[src/hw/rtl/bdsc_pkg.sv]
`default_nettype none

package bdsc_pkg;

  // Field widths of the stream payloads.
  localparam int YEAR_W     = 14;
  localparam int MON_W      = 4;
  localparam int DAY_W      = 5;
  localparam int CNT_W      = 22;
  localparam int IN_DATA_W  = 48;
  localparam int OUT_DATA_W = 24;

  // Configuration port.
  localparam int CFG_ADDR_W = 3;
  localparam int CFG_DATA_W = 32;
  localparam int MASK_W     = 7;
  localparam logic [MASK_W-1:0] MASK_RESET = 7'd96;

  // Internal datapath widths.
  localparam int YX_W  = 15;  // year shifted by 400
  localparam int Q100_W = 8;  // shifted year / 100
  localparam int SER_W = 23;  // serial day number and span
  localparam int Q7_W  = 20;  // span / 7
  localparam int WD_W  = 3;   // weekday and remainder

  // Arithmetic constants.
  localparam logic [YX_W-1:0]  YEAR_SHIFT = 15'd400;
  localparam logic [12:0]      RECIP100   = 13'd5243;  // ceil(2^19 / 100)
  localparam int               RECIP100_SH = 19;
  localparam logic [23:0]      RECIP7     = 24'd9586981; // ceil(2^26 / 7)
  localparam int               RECIP7_SH  = 26;
  localparam logic [SER_W-1:0] DAYS_YEAR  = 23'd365;
  localparam logic [SER_W-1:0] WD_OFFSET  = 23'd3;    // serial day 0 is a Wednesday
  localparam logic [CNT_W-1:0] COUNT_MAX  = 22'h3FFFFF;

  // Commands from the controller to the datapath.
  typedef struct packed {
    logic load;       // capture a new request
    logic date_sel;   // 0: start date, 1: end date
    logic div_leap;   // divide the plain shifted year by 100
    logic div_ser;    // divide the serial-form shifted year by 100
    logic chk_leap;   // decide the leap year and check the date
    logic ser_load;   // form the serial day number
    logic span_load;  // form the span and the start weekday
    logic div7_load;  // divide the span by 7
    logic rem_load;   // remainder and whole-week count
    logic out_load;   // load the result register
  } bdsc_cmd_t;

  // Status from the datapath to the controller.
  typedef struct packed {
    logic out_blocked;  // result register full and not taken this cycle
  } bdsc_status_t;

  // Days in month m; 0 for a month outside 1..12.
  function automatic logic [DAY_W-1:0] month_len(input logic [MON_W-1:0] m,
                                                 input logic leap);
    logic [DAY_W-1:0] len;
    if (!(m inside {[4'd1:4'd12]})) begin
      len = 5'd0;
    end else if (m == 4'd2) begin
      len = leap ? 5'd29 : 5'd28;
    end else if (m inside {4'd4, 4'd6, 4'd9, 4'd11}) begin
      len = 5'd30;
    end else begin
      len = 5'd31;
    end
    return len;
  endfunction

  // Days from March 1 to the first of month m, March-based year.
  function automatic logic [8:0] month_offset(input logic [MON_W-1:0] m);
    logic [8:0] off;
    case (m)
      4'd1:    off = 9'd306;
      4'd2:    off = 9'd337;
      4'd3:    off = 9'd0;
      4'd4:    off = 9'd31;
      4'd5:    off = 9'd61;
      4'd6:    off = 9'd92;
      4'd7:    off = 9'd122;
      4'd8:    off = 9'd153;
      4'd9:    off = 9'd184;
      4'd10:   off = 9'd214;
      4'd11:   off = 9'd245;
      4'd12:   off = 9'd275;
      default: off = 9'd0;
    endcase
    return off;
  endfunction

  // Remainder by 7 through octal digit folding, since 8 = 1 mod 7.
  function automatic logic [WD_W-1:0] mod7(input logic [SER_W-1:0] v);
    logic [SER_W:0] w;
    logic [5:0]     sum;
    logic [3:0]     fold;
    logic [3:0]     res;
    w   = {1'b0, v};
    sum = 6'd0;
    for (int i = 0; i < 8; i++) begin
      sum = sum + 6'(w[3*i +: 3]);
    end
    fold = 4'(sum[2:0]) + 4'(sum[5:3]);
    if (fold >= 4'd14) begin
      res = fold - 4'd14;
    end else if (fold >= 4'd7) begin
      res = fold - 4'd7;
    end else begin
      res = fold;
    end
    return res[WD_W-1:0];
  endfunction

endpackage

`default_nettype wire

[src/hw/rtl/bdsc_ctrl.sv]
`default_nettype none

module bdsc_ctrl import bdsc_pkg::*; (
  input  wire logic          clk,
  input  wire logic          rst_n,
  input  wire logic          in_tvalid,
  output logic               in_tready,
  input  wire bdsc_status_t  status,
  output bdsc_cmd_t          cmd
);

  typedef enum logic [7:0] {
    ST_IDLE = 8'b0000_0001,
    ST_DIVL = 8'b0000_0010,
    ST_LEAP = 8'b0000_0100,
    ST_SER  = 8'b0000_1000,
    ST_SPAN = 8'b0001_0000,
    ST_DIV7 = 8'b0010_0000,
    ST_REM  = 8'b0100_0000,
    ST_DONE = 8'b1000_0000
  } state_t;

  state_t state_r, state_nxt;
  logic   end_pass_r, end_pass_nxt;

  // State and date pass registers.
  always_ff @(posedge clk) begin
    if (!rst_n) begin
      state_r    <= ST_IDLE;
      end_pass_r <= 1'b0;
    end else begin
      state_r    <= state_nxt;
      end_pass_r <= end_pass_nxt;
    end
  end

  assign in_tready = (state_r == ST_IDLE);

  // Sequencing: each date takes three steps, then span, divide, remainder, result.
  always_comb begin
    state_nxt    = state_r;
    end_pass_nxt = end_pass_r;
    cmd          = '0;
    cmd.date_sel = end_pass_r;
    case (state_r)
      ST_IDLE: begin
        if (in_tvalid) begin
          cmd.load     = 1'b1;
          end_pass_nxt = 1'b0;
          state_nxt    = ST_DIVL;
        end
      end
      ST_DIVL: begin
        cmd.div_leap = 1'b1;
        state_nxt    = ST_LEAP;
      end
      ST_LEAP: begin
        cmd.chk_leap = 1'b1;
        cmd.div_ser  = 1'b1;
        state_nxt    = ST_SER;
      end
      ST_SER: begin
        cmd.ser_load = 1'b1;
        if (end_pass_r) begin
          state_nxt = ST_SPAN;
        end else begin
          end_pass_nxt = 1'b1;
          state_nxt    = ST_DIVL;
        end
      end
      ST_SPAN: begin
        cmd.span_load = 1'b1;
        state_nxt     = ST_DIV7;
      end
      ST_DIV7: begin
        cmd.div7_load = 1'b1;
        state_nxt     = ST_REM;
      end
      ST_REM: begin
        cmd.rem_load = 1'b1;
        state_nxt    = ST_DONE;
      end
      ST_DONE: begin
        if (!status.out_blocked) begin
          cmd.out_load = 1'b1;
          state_nxt    = ST_IDLE;
        end
      end
      default: begin
        state_nxt = ST_IDLE;
      end
    endcase
  end

endmodule

`default_nettype wire

[src/hw/rtl/bdsc_dp.sv]
`default_nettype none

module bdsc_dp import bdsc_pkg::*; (
  input  wire logic                  clk,
  input  wire logic                  rst_n,
  input  wire logic [IN_DATA_W-1:0]  in_tdata,
  input  wire logic [MASK_W-1:0]     mask,
  input  wire bdsc_cmd_t             cmd,
  output bdsc_status_t               status,
  output logic                       out_tvalid,
  input  wire logic                  out_tready,
  output logic [OUT_DATA_W-1:0]      out_tdata
);

  // Captured request.
  logic [YEAR_W-1:0] sy_r, ey_r;
  logic [MON_W-1:0]  sm_r, em_r;
  logic [DAY_W-1:0]  sd_r, ed_r;

  // Shared divide-by-100 stage and per-date results.
  logic [YX_W-1:0]   x_r;
  logic [Q100_W-1:0] q_r;
  logic              s_ok_r, e_ok_r;
  logic [SER_W-1:0]  s_ser_r, e_ser_r;

  // Span stages.
  logic              nonempty_r;
  logic [SER_W-1:0]  span_r;
  logic [WD_W-1:0]   wd_r;
  logic [Q7_W-1:0]   q7_r;
  logic [WD_W-1:0]   rest_r;
  logic [SER_W-1:0]  wk_r;

  // Result register.
  logic              out_valid_r, out_valid_nxt;
  logic [CNT_W-1:0]  out_cnt_r;
  logic              out_bad_r;

  // Selected date.
  logic [YEAR_W-1:0] y_sel;
  logic [MON_W-1:0]  m_sel;
  logic [DAY_W-1:0]  d_sel;
  logic              early;
  logic [YX_W-1:0]   x_in;
  logic [27:0]       prod100;
  logic [Q100_W-1:0] q_in;

  // Leap year and date check.
  logic [YX_W-1:0]   rem100;
  logic              leap;
  logic              date_ok;
  logic [SER_W-1:0]  ser_val;

  // Span arithmetic.
  logic [46:0]       prod7;
  logic [SER_W-1:0]  rem_full;
  logic [WD_W-1:0]   per_week;
  logic [2*MASK_W-1:0] rot_wide;
  logic [MASK_W-1:0] rot;
  logic [WD_W-1:0]   extra;
  logic [SER_W-1:0]  cnt_sum;
  logic [CNT_W-1:0]  cnt_sat;
  logic              bad;
  logic [CNT_W-1:0]  cnt_final;

  // Pick the date that the current pass works on.
  always_comb begin
    y_sel = cmd.date_sel ? ey_r : sy_r;
    m_sel = cmd.date_sel ? em_r : sm_r;
    d_sel = cmd.date_sel ? ed_r : sd_r;
  end

  // January and February count to the previous March-based year.
  assign early   = (m_sel <= 4'd2);
  assign x_in    = YX_W'(y_sel) + YEAR_SHIFT - YX_W'(cmd.div_ser & early);
  assign prod100 = 28'(x_in) * 28'(RECIP100);
  assign q_in    = prod100[RECIP100_SH +: Q100_W];

  // The shifted year keeps the remainders by 4, 100 and 400 of the year.
  assign rem100 = x_r - YX_W'(q_r) * YX_W'(100);
  assign leap   = ((x_r[1:0] == 2'd0) && (rem100 != '0)) ||
                  ((rem100 == '0) && (q_r[1:0] == 2'd0));
  assign date_ok = (d_sel >= 5'd1) && (d_sel <= month_len(m_sel, leap));

  // Serial day number from the registered quotient.
  assign ser_val = SER_W'(x_r) * DAYS_YEAR + SER_W'(x_r >> 2) - SER_W'(q_r)
                 + SER_W'(q_r >> 2) + SER_W'(month_offset(m_sel)) + SER_W'(d_sel)
                 - SER_W'(1);

  // Whole weeks and the days left over.
  assign prod7    = 47'(span_r) * 47'(RECIP7);
  assign rem_full = span_r - SER_W'(q7_r) * SER_W'(7);
  assign per_week = WD_W'(MASK_W - $countones(mask));

  // Business days among the leftover days, starting at the start weekday.
  always_comb begin
    rot_wide = {mask, mask} >> wd_r;
    rot      = rot_wide[MASK_W-1:0];
    extra    = '0;
    for (int k = 0; k < MASK_W; k++) begin
      if ((WD_W'(k) < rest_r) && !rot[k]) begin
        extra = extra + WD_W'(1);
      end
    end
  end

  // Final count with saturation and the special cases.
  always_comb begin
    cnt_sum = wk_r + SER_W'(extra);
    cnt_sat = (cnt_sum > SER_W'(COUNT_MAX)) ? COUNT_MAX : cnt_sum[CNT_W-1:0];
    bad     = !(s_ok_r && e_ok_r);
    if (bad || !nonempty_r) begin
      cnt_final = '0;
    end else begin
      cnt_final = cnt_sat;
    end
  end

  // Payload registers.
  always_ff @(posedge clk) begin
    if (cmd.load) begin
      sy_r <= in_tdata[13:0];
      sm_r <= in_tdata[17:14];
      sd_r <= in_tdata[22:18];
      ey_r <= in_tdata[36:23];
      em_r <= in_tdata[40:37];
      ed_r <= in_tdata[45:41];
    end
    if (cmd.div_leap || cmd.div_ser) begin
      x_r <= x_in;
      q_r <= q_in;
    end
    if (cmd.chk_leap) begin
      if (cmd.date_sel) begin
        e_ok_r <= date_ok;
      end else begin
        s_ok_r <= date_ok;
      end
    end
    if (cmd.ser_load) begin
      if (cmd.date_sel) begin
        e_ser_r <= ser_val;
      end else begin
        s_ser_r <= ser_val;
      end
    end
    if (cmd.span_load) begin
      nonempty_r <= (s_ser_r < e_ser_r);
      span_r     <= e_ser_r - s_ser_r;
      wd_r       <= mod7(s_ser_r + WD_OFFSET);
    end
    if (cmd.div7_load) begin
      q7_r <= prod7[RECIP7_SH +: Q7_W];
    end
    if (cmd.rem_load) begin
      rest_r <= rem_full[WD_W-1:0];
      wk_r   <= SER_W'(q7_r) * SER_W'(per_week);
    end
    if (cmd.out_load) begin
      out_cnt_r <= cnt_final;
      out_bad_r <= bad;
    end
  end

  // Result valid flag.
  always_comb begin
    out_valid_nxt = out_valid_r;
    if (cmd.out_load) begin
      out_valid_nxt = 1'b1;
    end else if (out_tready) begin
      out_valid_nxt = 1'b0;
    end
  end

  always_ff @(posedge clk) begin
    if (!rst_n) begin
      out_valid_r <= 1'b0;
    end else begin
      out_valid_r <= out_valid_nxt;
    end
  end

  assign status.out_blocked = out_valid_r && !out_tready;
  assign out_tvalid         = out_valid_r;
  assign out_tdata          = {1'b0, out_bad_r, out_cnt_r};

endmodule

`default_nettype wire

[src/hw/rtl/business_day_span_counter.sv]
// Channel  | Direction | Ports                         | Carries
// ---------+-----------+-------------------------------+------------------------------
// in_      | slave     | tvalid, tready, tdata[47:0]   | start and end dates
// out_     | master    | tvalid, tready, tdata[23:0]   | business day count, bad flag
// cfg_     | APB slave | psel, penable, pwrite, paddr, | weekend mask at address 0
//          |           | pwdata, prdata, pready        |
//
// After a request is accepted, the result is loaded after three steps per date
// through one shared divide-by-100 stage, then span, divide-by-7, remainder and
// result steps. The controller takes no new request until the result is loaded.
// Reset is synchronous and active low; it clears the controller and the result
// valid flag and sets the weekend mask to Friday plus Saturday.
// A stalled result holds the controller in its last step until the slot frees.
`default_nettype none

module business_day_span_counter import bdsc_pkg::*; (
  input  wire logic                   clk,
  input  wire logic                   rst_n,
  // Input stream.
  input  wire logic                   in_tvalid,
  output logic                        in_tready,
  // Fields from bit 0: start_year[13:0], start_month[17:14], start_day[22:18],
  // end_year[36:23], end_month[40:37], end_day[45:41], zero fill [47:46].
  input  wire logic [IN_DATA_W-1:0]   in_tdata,
  // Result stream.
  output logic                        out_tvalid,
  input  wire logic                   out_tready,
  // Fields from bit 0: business_days[21:0], bad_date[22], zero fill [23].
  output logic [OUT_DATA_W-1:0]       out_tdata,
  // Configuration port.
  input  wire logic                   cfg_psel,
  input  wire logic                   cfg_penable,
  input  wire logic                   cfg_pwrite,
  input  wire logic [CFG_ADDR_W-1:0]  cfg_paddr,
  input  wire logic [CFG_DATA_W-1:0]  cfg_pwdata,
  output logic [CFG_DATA_W-1:0]       cfg_prdata,
  output logic                        cfg_pready
);

  logic [MASK_W-1:0] mask_r;
  logic              cfg_wr;
  logic              mask_hit;
  bdsc_cmd_t         cmd;
  bdsc_status_t      status;

  // Register decode: the weekend mask is the only register.
  assign cfg_pready = 1'b1;
  assign mask_hit   = (cfg_paddr[CFG_ADDR_W-1] == 1'b0);
  assign cfg_wr     = cfg_psel && cfg_penable && cfg_pwrite && cfg_pready;

  always_ff @(posedge clk) begin
    if (!rst_n) begin
      mask_r <= MASK_RESET;
    end else if (cfg_wr && mask_hit) begin
      mask_r <= cfg_pwdata[MASK_W-1:0];
    end
  end

  assign cfg_prdata = mask_hit ? CFG_DATA_W'(mask_r) : '0;

  // Controller.
  bdsc_ctrl u_ctrl (
    .clk       (clk),
    .rst_n     (rst_n),
    .in_tvalid (in_tvalid),
    .in_tready (in_tready),
    .status    (status),
    .cmd       (cmd)
  );

  // Datapath.
  bdsc_dp u_dp (
    .clk        (clk),
    .rst_n      (rst_n),
    .in_tdata   (in_tdata),
    .mask       (mask_r),
    .cmd        (cmd),
    .status     (status),
    .out_tvalid (out_tvalid),
    .out_tready (out_tready),
    .out_tdata  (out_tdata)
  );

endmodule

`default_nettype wire

[config.mk]
export PLATFORM = sky130hd
export DESIGN_NAME = business_day_span_counter
export DESIGN_NICKNAME = d
export VERILOG_FILES = /design/src/hw/rtl/bdsc_pkg.sv /design/src/hw/rtl/bdsc_ctrl.sv /design/src/hw/rtl/bdsc_dp.sv /design/src/hw/rtl/business_day_span_counter.sv
export SDC_FILE = /design/constraint.sdc
export NUM_CORES = 1
export LEC_CHECK = 0
export ABC_AREA = 1
export BUFFER_PORTS_ARGS = -buffer_cell sky130_fd_sc_hd__buf_4
export CORE_MARGIN = 2
export CORE_UTILIZATION = 53
export CTS_CLUSTER_DIAMETER = 200
export DETAILED_ROUTE_END_ITERATION = 6
export PLACE_DENSITY = 0.79
export SLEW_MARGIN = 25
export SYNTH_ARGS = -nofsm -noshare
export SYNTH_HDL_FRONTEND = slang
export SYNTH_SLANG_ARGS = --single-unit
[constraint.sdc]
create_clock -name clk -period 10.1 [get_ports clk]
set_input_delay 3.03 -clock clk [delete_from_list [all_inputs] [get_ports clk]]
set_output_delay 3.03 -clock clk [all_outputs]
set_load 0.05 [all_outputs]
# Word level (Yosys, flattened, before mapping)
# Memory sizes are Yosys's and may differ from the RTL's.
# Index checks and enable logic that the tools add are counted.
# op_classes
mux,36
n_lt_le_gt_ge,16
bitwise,3
eq_ne,15
reduce_logical,42
n_mul,6
n_addsub,36
shifts,1
# op_table
cell,count
8-bit one-hot mux with 8 select lines,1
"23-bit by 24-bit multiplier with 46-bit output, second input constant",1
6-bit by 3-bit adder with 6-bit output,5
15-bit subtractor,2
"15-bit by 13-bit multiplier with 27-bit output, second input constant",1
3-bit two-way mux,8
23-bit by 13-bit adder with 23-bit output,1
"23-bit by 2-bit adder with 23-bit output, second input constant",1
23-bit by 3-bit adder with 23-bit output,1
23-bit by 5-bit adder with 23-bit output,1
23-bit by 6-bit adder with 23-bit output,1
23-bit by 9-bit adder with 23-bit output,1
"23-bit by 22-bit greater-than comparator with 1-bit output, second input constant",1
23-bit less-than comparator,1
"15-bit by 9-bit multiplier with 23-bit output, second input constant",1
20-bit by 3-bit multiplier with 23-bit output,1
"23-bit by 1-bit subtractor with 23-bit output, second input constant",1
23-bit subtractor,1
23-bit by 8-bit subtractor with 23-bit output,1
22-bit two-way mux,1
"20-bit by 3-bit multiplier with 3-bit output, second input constant",1
5-bit two-way mux,4
1-bit logical AND,16
8-bit two-way mux,2
other kinds (51),100
# totals
mem_count,1
out_inout_bits,59
reg_bits,230
mem_bits_ro,144
word_cells,180
input_bits,90
# mem_list
memory,depth,width,read_ports,rd_ports_with_merged_regs,wr,line,rtl
(no name shown),16,9,1,0,0,bdsc_pkg.sv:74,case (m)

# Longest topological paths before layout
# depth
depth_word,19
depth_mapped,42
ltp_nobuf,41

# Cells and area by module
# From an unflattened synthesis, not the netlist that was laid out.
# hier_totals
hier_cells,3503
area_unflattened_um2,31083.6
# modules_own_cells
mod,cells_per_inst,n_inst,seq_area_each_um2,area_per_inst_um2
bdsc_dp,3328,1,6416.2,29867.4
business_day_span_counter,89,1,140.1,628.1
bdsc_ctrl,86,1,180.2,588.1

# Worst setup path after synthesis
# OpenSTA, ideal clock, no wires.
# synth_path
path_kind,register to register
from,register u_ctrl.end_pass_r
to,"register u_dp.q_r[7], data pin"
path_slack_ps,2747
t_arrival_ps,7100
period_less_slack_ps,7353
setup_ps,253
path_stages_with_launch,39
path_cell_list,dfxtp_1 -> buf_6 -> inv_4 -> buf_6 -> or2_2 -> o21ai_0 -> inv_1 -> a211oi_1 -> ha_1 -> inv_1 -> ha_1 -> inv_1 -> fa_1 -> inv_1 -> a31oi_1 -> inv_1 -> a21oi_2 -> o21ai_1 -> (+3 left out) -> inv_1 -> ha_1 -> fa_1 -> fa_1 -> inv_1 -> fa_1 -> inv_1 -> ha_1 -> a21oi_1 -> o21ai_0 -> a21oi_1 -> o21ai_0 -> nor2_1 -> o21ai_0 -> a21oi_1 -> inv_1 -> nand3_1 -> nand2_1
# synth_between
elab_chain_len,5
elab_cells_between_ends,7
# synth_rtl
item,line,rtl
start: declaration,bdsc_ctrl.sv:24,"logic end_pass_r, end_pass_nxt;"
start signal: assignment,bdsc_ctrl.sv:33,end_pass_r <= end_pass_nxt;
"parallel branches: the longest is 3 deep, another holds 14-bit by 9-bit adder with 15-bit output",--,
15-bit subtractor (*),bdsc_dp.sv:75,assign x_in = YX_W'(y_sel) + YEAR_SHIFT - YX_W'(cmd.div_ser & early);
named net u_dp.x_in[11],bdsc_dp.sv:44,logic [YX_W-1:0] x_in;
15-bit by 13-bit multiplier with 27-bit output (*),bdsc_dp.sv:76,assign prod100 = 28'(x_in) * 28'(RECIP100);
named net u_dp.prod100[26],bdsc_dp.sv:45,logic [27:0] prod100;
end signal: assignment,bdsc_dp.sv:131,q_r <= q_in;
end: declaration,bdsc_dp.sv:22,logic [Q100_W-1:0] q_r;
# Mark *: on every way through the listed nets, which the timed path passes.
# A chain may end at the register's enable or synchronous reset.

# Worst setup path after layout
# Ends and elaborated chain as after synthesis.

==> impl_metrics.csv <==
group,metric,value,unit
routing,viasPerCell,5.23,
sta,rsz0062_at_grt,"no",
sta,period_share,0.918,
synth,synth_area,0.0308,sq mm
grt,antenna_found_initial,1,
sta,final-setup-viol-count,0,
sta,setup_slack,0.832,ns
cells_and_area,drive_gt1_frac,0.0585,
clocking,cts_resized,0,
status,status,"completed",
die,std_cell_rows,88,
synth,yosysWarnings,0,
worst_setup_path,r2r-start,"u_ctrl.end_pass_r",
synth,ys_types,58,
routing,wl,68300,um
cells_and_area,final_cells,4355,
sta,hold_viol,0,
clocking,cts_root_buf,"clkbuf_16",
clocking,ctsHoldBuffers,0,
placement,dpl.hpwl,59000,um
placement,place_inst,4309,
worst_setup_path,cpMaxStageDelayCell,"dfxtp_1",
routing,antenna_left,0,
synth,yosys.area.top_type,"ha_1",
placement,pre_cts_ws,0.984,ns
clocking,htree_levels,1,
worst_setup_path,startpoint,"u_ctrl.end_pass_r",
synth,synth_area_leaders,"ha_1 (22%), edfxtp_1 (21%), fa_1 (20%), inv_1 (9.8%), nand2_1 (6.0%)",
die,start_util,0.535,
routing,firstDrtPassIters,6,
worst_setup_path,arrival,9.58,ns
hold_path,hold_start,"mask_r[1]",
routing,vias,22800,
clocking,insertion_delay,0.56,ns
cells_and_area,antenna_cells,0,
worst_setup_path,critical-path-max-stage-delay,0.77,ns
clocking,ctsLongestPathBuffers,3,
sta,tightest_slew,0.970,ns
die,die_h,245,um
routing,drc,0,
hold_path,hold_class,"reg -> reg",
sta,clock_skew,0.0157,ns
clocking,cts_tree,"yes",
hold_path,whs_endpoint,"mask_r[1]",
synth,ys_ff_latch,230,
cells_and_area,ff_latch_area,0.00674,sq mm
synth,syn_area_per_cell,8.89,sq um
worst_setup_path,start_kind,"flop",
worst_setup_path,ff2ff_path_depth,36,
sta,fmax,108,MHz
die,ioPinCount,149,
sta,fin_tns_setup,0,ns
grt,overflow,0,
routing,drtIter0Drc,1170,
cells_and_area,final_area,0.0331,sq mm
grt,grt_pass1_wl,114000,um
worst_setup_path,rr_endpoint,"u_dp.q_r[7]",
clocking,cts_sinks,230,
worst_setup_path,worstSetupEndpointType,"flop",
clocking,cts.reportedPaths.clkPinSlew,0.06,ns
synth,ys.flop_type,"edfxtp_1",
synth,synth_top_area_share,0.215,
worst_setup_path,r2r_slack,0.83,ns
grt,grt_usage,0.233,
worst_setup_path,crit_top_cell,"inv_1",
placement,dpl-instance-area,0.0323,sq mm
clocking,numCtsBuffers,25,
worst_setup_path,critPathKind,"reg -> reg",
synth,seq_area_frac_synth,0.219,
placement,gp_congestion,0.952,
sta,period_minus_slack,9.27,ns
flow_run,max_cap_viol_count,0,
grt,grt_pass1_vias,23600,
cells_and_area,multi_input_area,0.0208,sq mm
worst_setup_path,crit_fanout,23,
die,fp.dieW,245,um
hold_path,hold_depth,2,
grt,grt_max_degree,28,
cells_and_area,fin_nets,4496,
clocking,postCtsSetupRepairBufs,0,
routing,drt-wirelength-per-cell,15.7,um
sta,maxSlewHeadroom,0.351,
cells_and_area,area_growth,7.55,%
worst_setup_path,required,10.41,ns
die,die-area,0.0601,sq mm
cells_and_area,fillCellCount,4981,
synth,synth_edf_count,213,
sta,slew_violations,0,
placement,io_buffers,92,
synth,synth-async-reset-ratio,0,
synth,syn_inst,3464,
die,core,0.0576,sq mm
## metrics by stage
step | utilization | hold slack (ns)
after floorplan | - | 0.483
after global placement | 0.561 | 0.519
after detailed placement | 0.562 | 0.525
after CTS | 0.575 | 0.534
after global routing | 0.575 | 0.576
final | 0.575 | 0.533
## state kept, by name, indices dropped and copies added (netlist names), 14 cells and up
signal	flops
u_dp.e_ser_r	23
u_dp.s_ser_r	23
u_dp.span_r	23
u_dp.wk_r	23
u_dp.out_cnt_r	22
u_dp.q7_r	20
u_dp.x_r	15
u_dp.ey_r	14
u_dp.sy_r	14
## cell usage after synthesis (18+ instances only)
master,count
inv_1,802
ha_1,530
nand2_1,494
fa_1,305
edfxtp_1,213
nor2_1,203
a21oi_1,176
nand3_1,116
o21ai_0,111
xor2_1,105
xnor2_1,52
nand4_1,39
nor3_1,36
buf_4,28
a31oi_1,23
or2_2,21
nor4_1,19
a21o_1,18
## final cells by class
class | count | share of cell area
clock inverter | 16 | 0.00438
multi-input combinational | 2402 | 0.629
timing repair buffer | 99 | 0.0224
inverter | 813 | 0.0922
clock buffer | 30 | 0.0195
sequential | 230 | 0.203
tap | 765 | 0.0289
## layer usage
metal / wire length [um] / track usage
met5: 12 / 0
met4: 2480 / 0.0784
met3: 2900 / 0.0285
met2: 33900 / 0.418
met1: 29000 / 0.290
## logic make-up after synthesis
group	Yosys count	synth area share
flops	230	0.219
xor+xnor	158	0.0452
fa+ha+maj	835	0.414
other cells	2	0.000244
buf+inv	857	0.109
compound gates	409	0.0752
mux	2	0.000650
simple gates	971	0.138
## worst max path at each step
stage	end	slack, ns	cells past startpoint
after floorplan	u_dp.q_r[7]	2.75	38
after global placement	u_dp.q_r[7]	1.15	36
after detailed placement	u_dp.q_r[7]	0.98	36
after CTS	u_dp.q_r[7]	0.96	36
after global routing	u_dp.q_r[7]	0.19	36
final	u_dp.q_r[7]	0.83	36
## worst max-delay path: cells and delay by family, from the launching register on
kind / cells / cell delay [ns]
flops: 1 / 0.77
buf+inv: 11 / 1.38
simple gates: 4 / 0.57
fa+ha+maj: 9 / 3.43
xor+xnor: 1 / 0.57
compound gates: 11 / 2.28
## cell usage in the layout, fill, tap and decap left out, types with 21 or more instances in the layout
cell type	instances
conb_1	27
xnor2_1	51
o21ai_0	111
inv_1	801
buf_4	99
nor2_1	198
nand3_1	116
xor2_1	105
a31oi_1	23
nor3_1	36
edfxtp_1	213
fa_1	305
nand2_1	494
or2_2	21
a21oi_1	176
clkbuf_16	25
ha_1	530
nand4_1	39
Power is not shown: default switching activity piles up to over one toggle a cycle in this logic, so the estimate is an artifact.
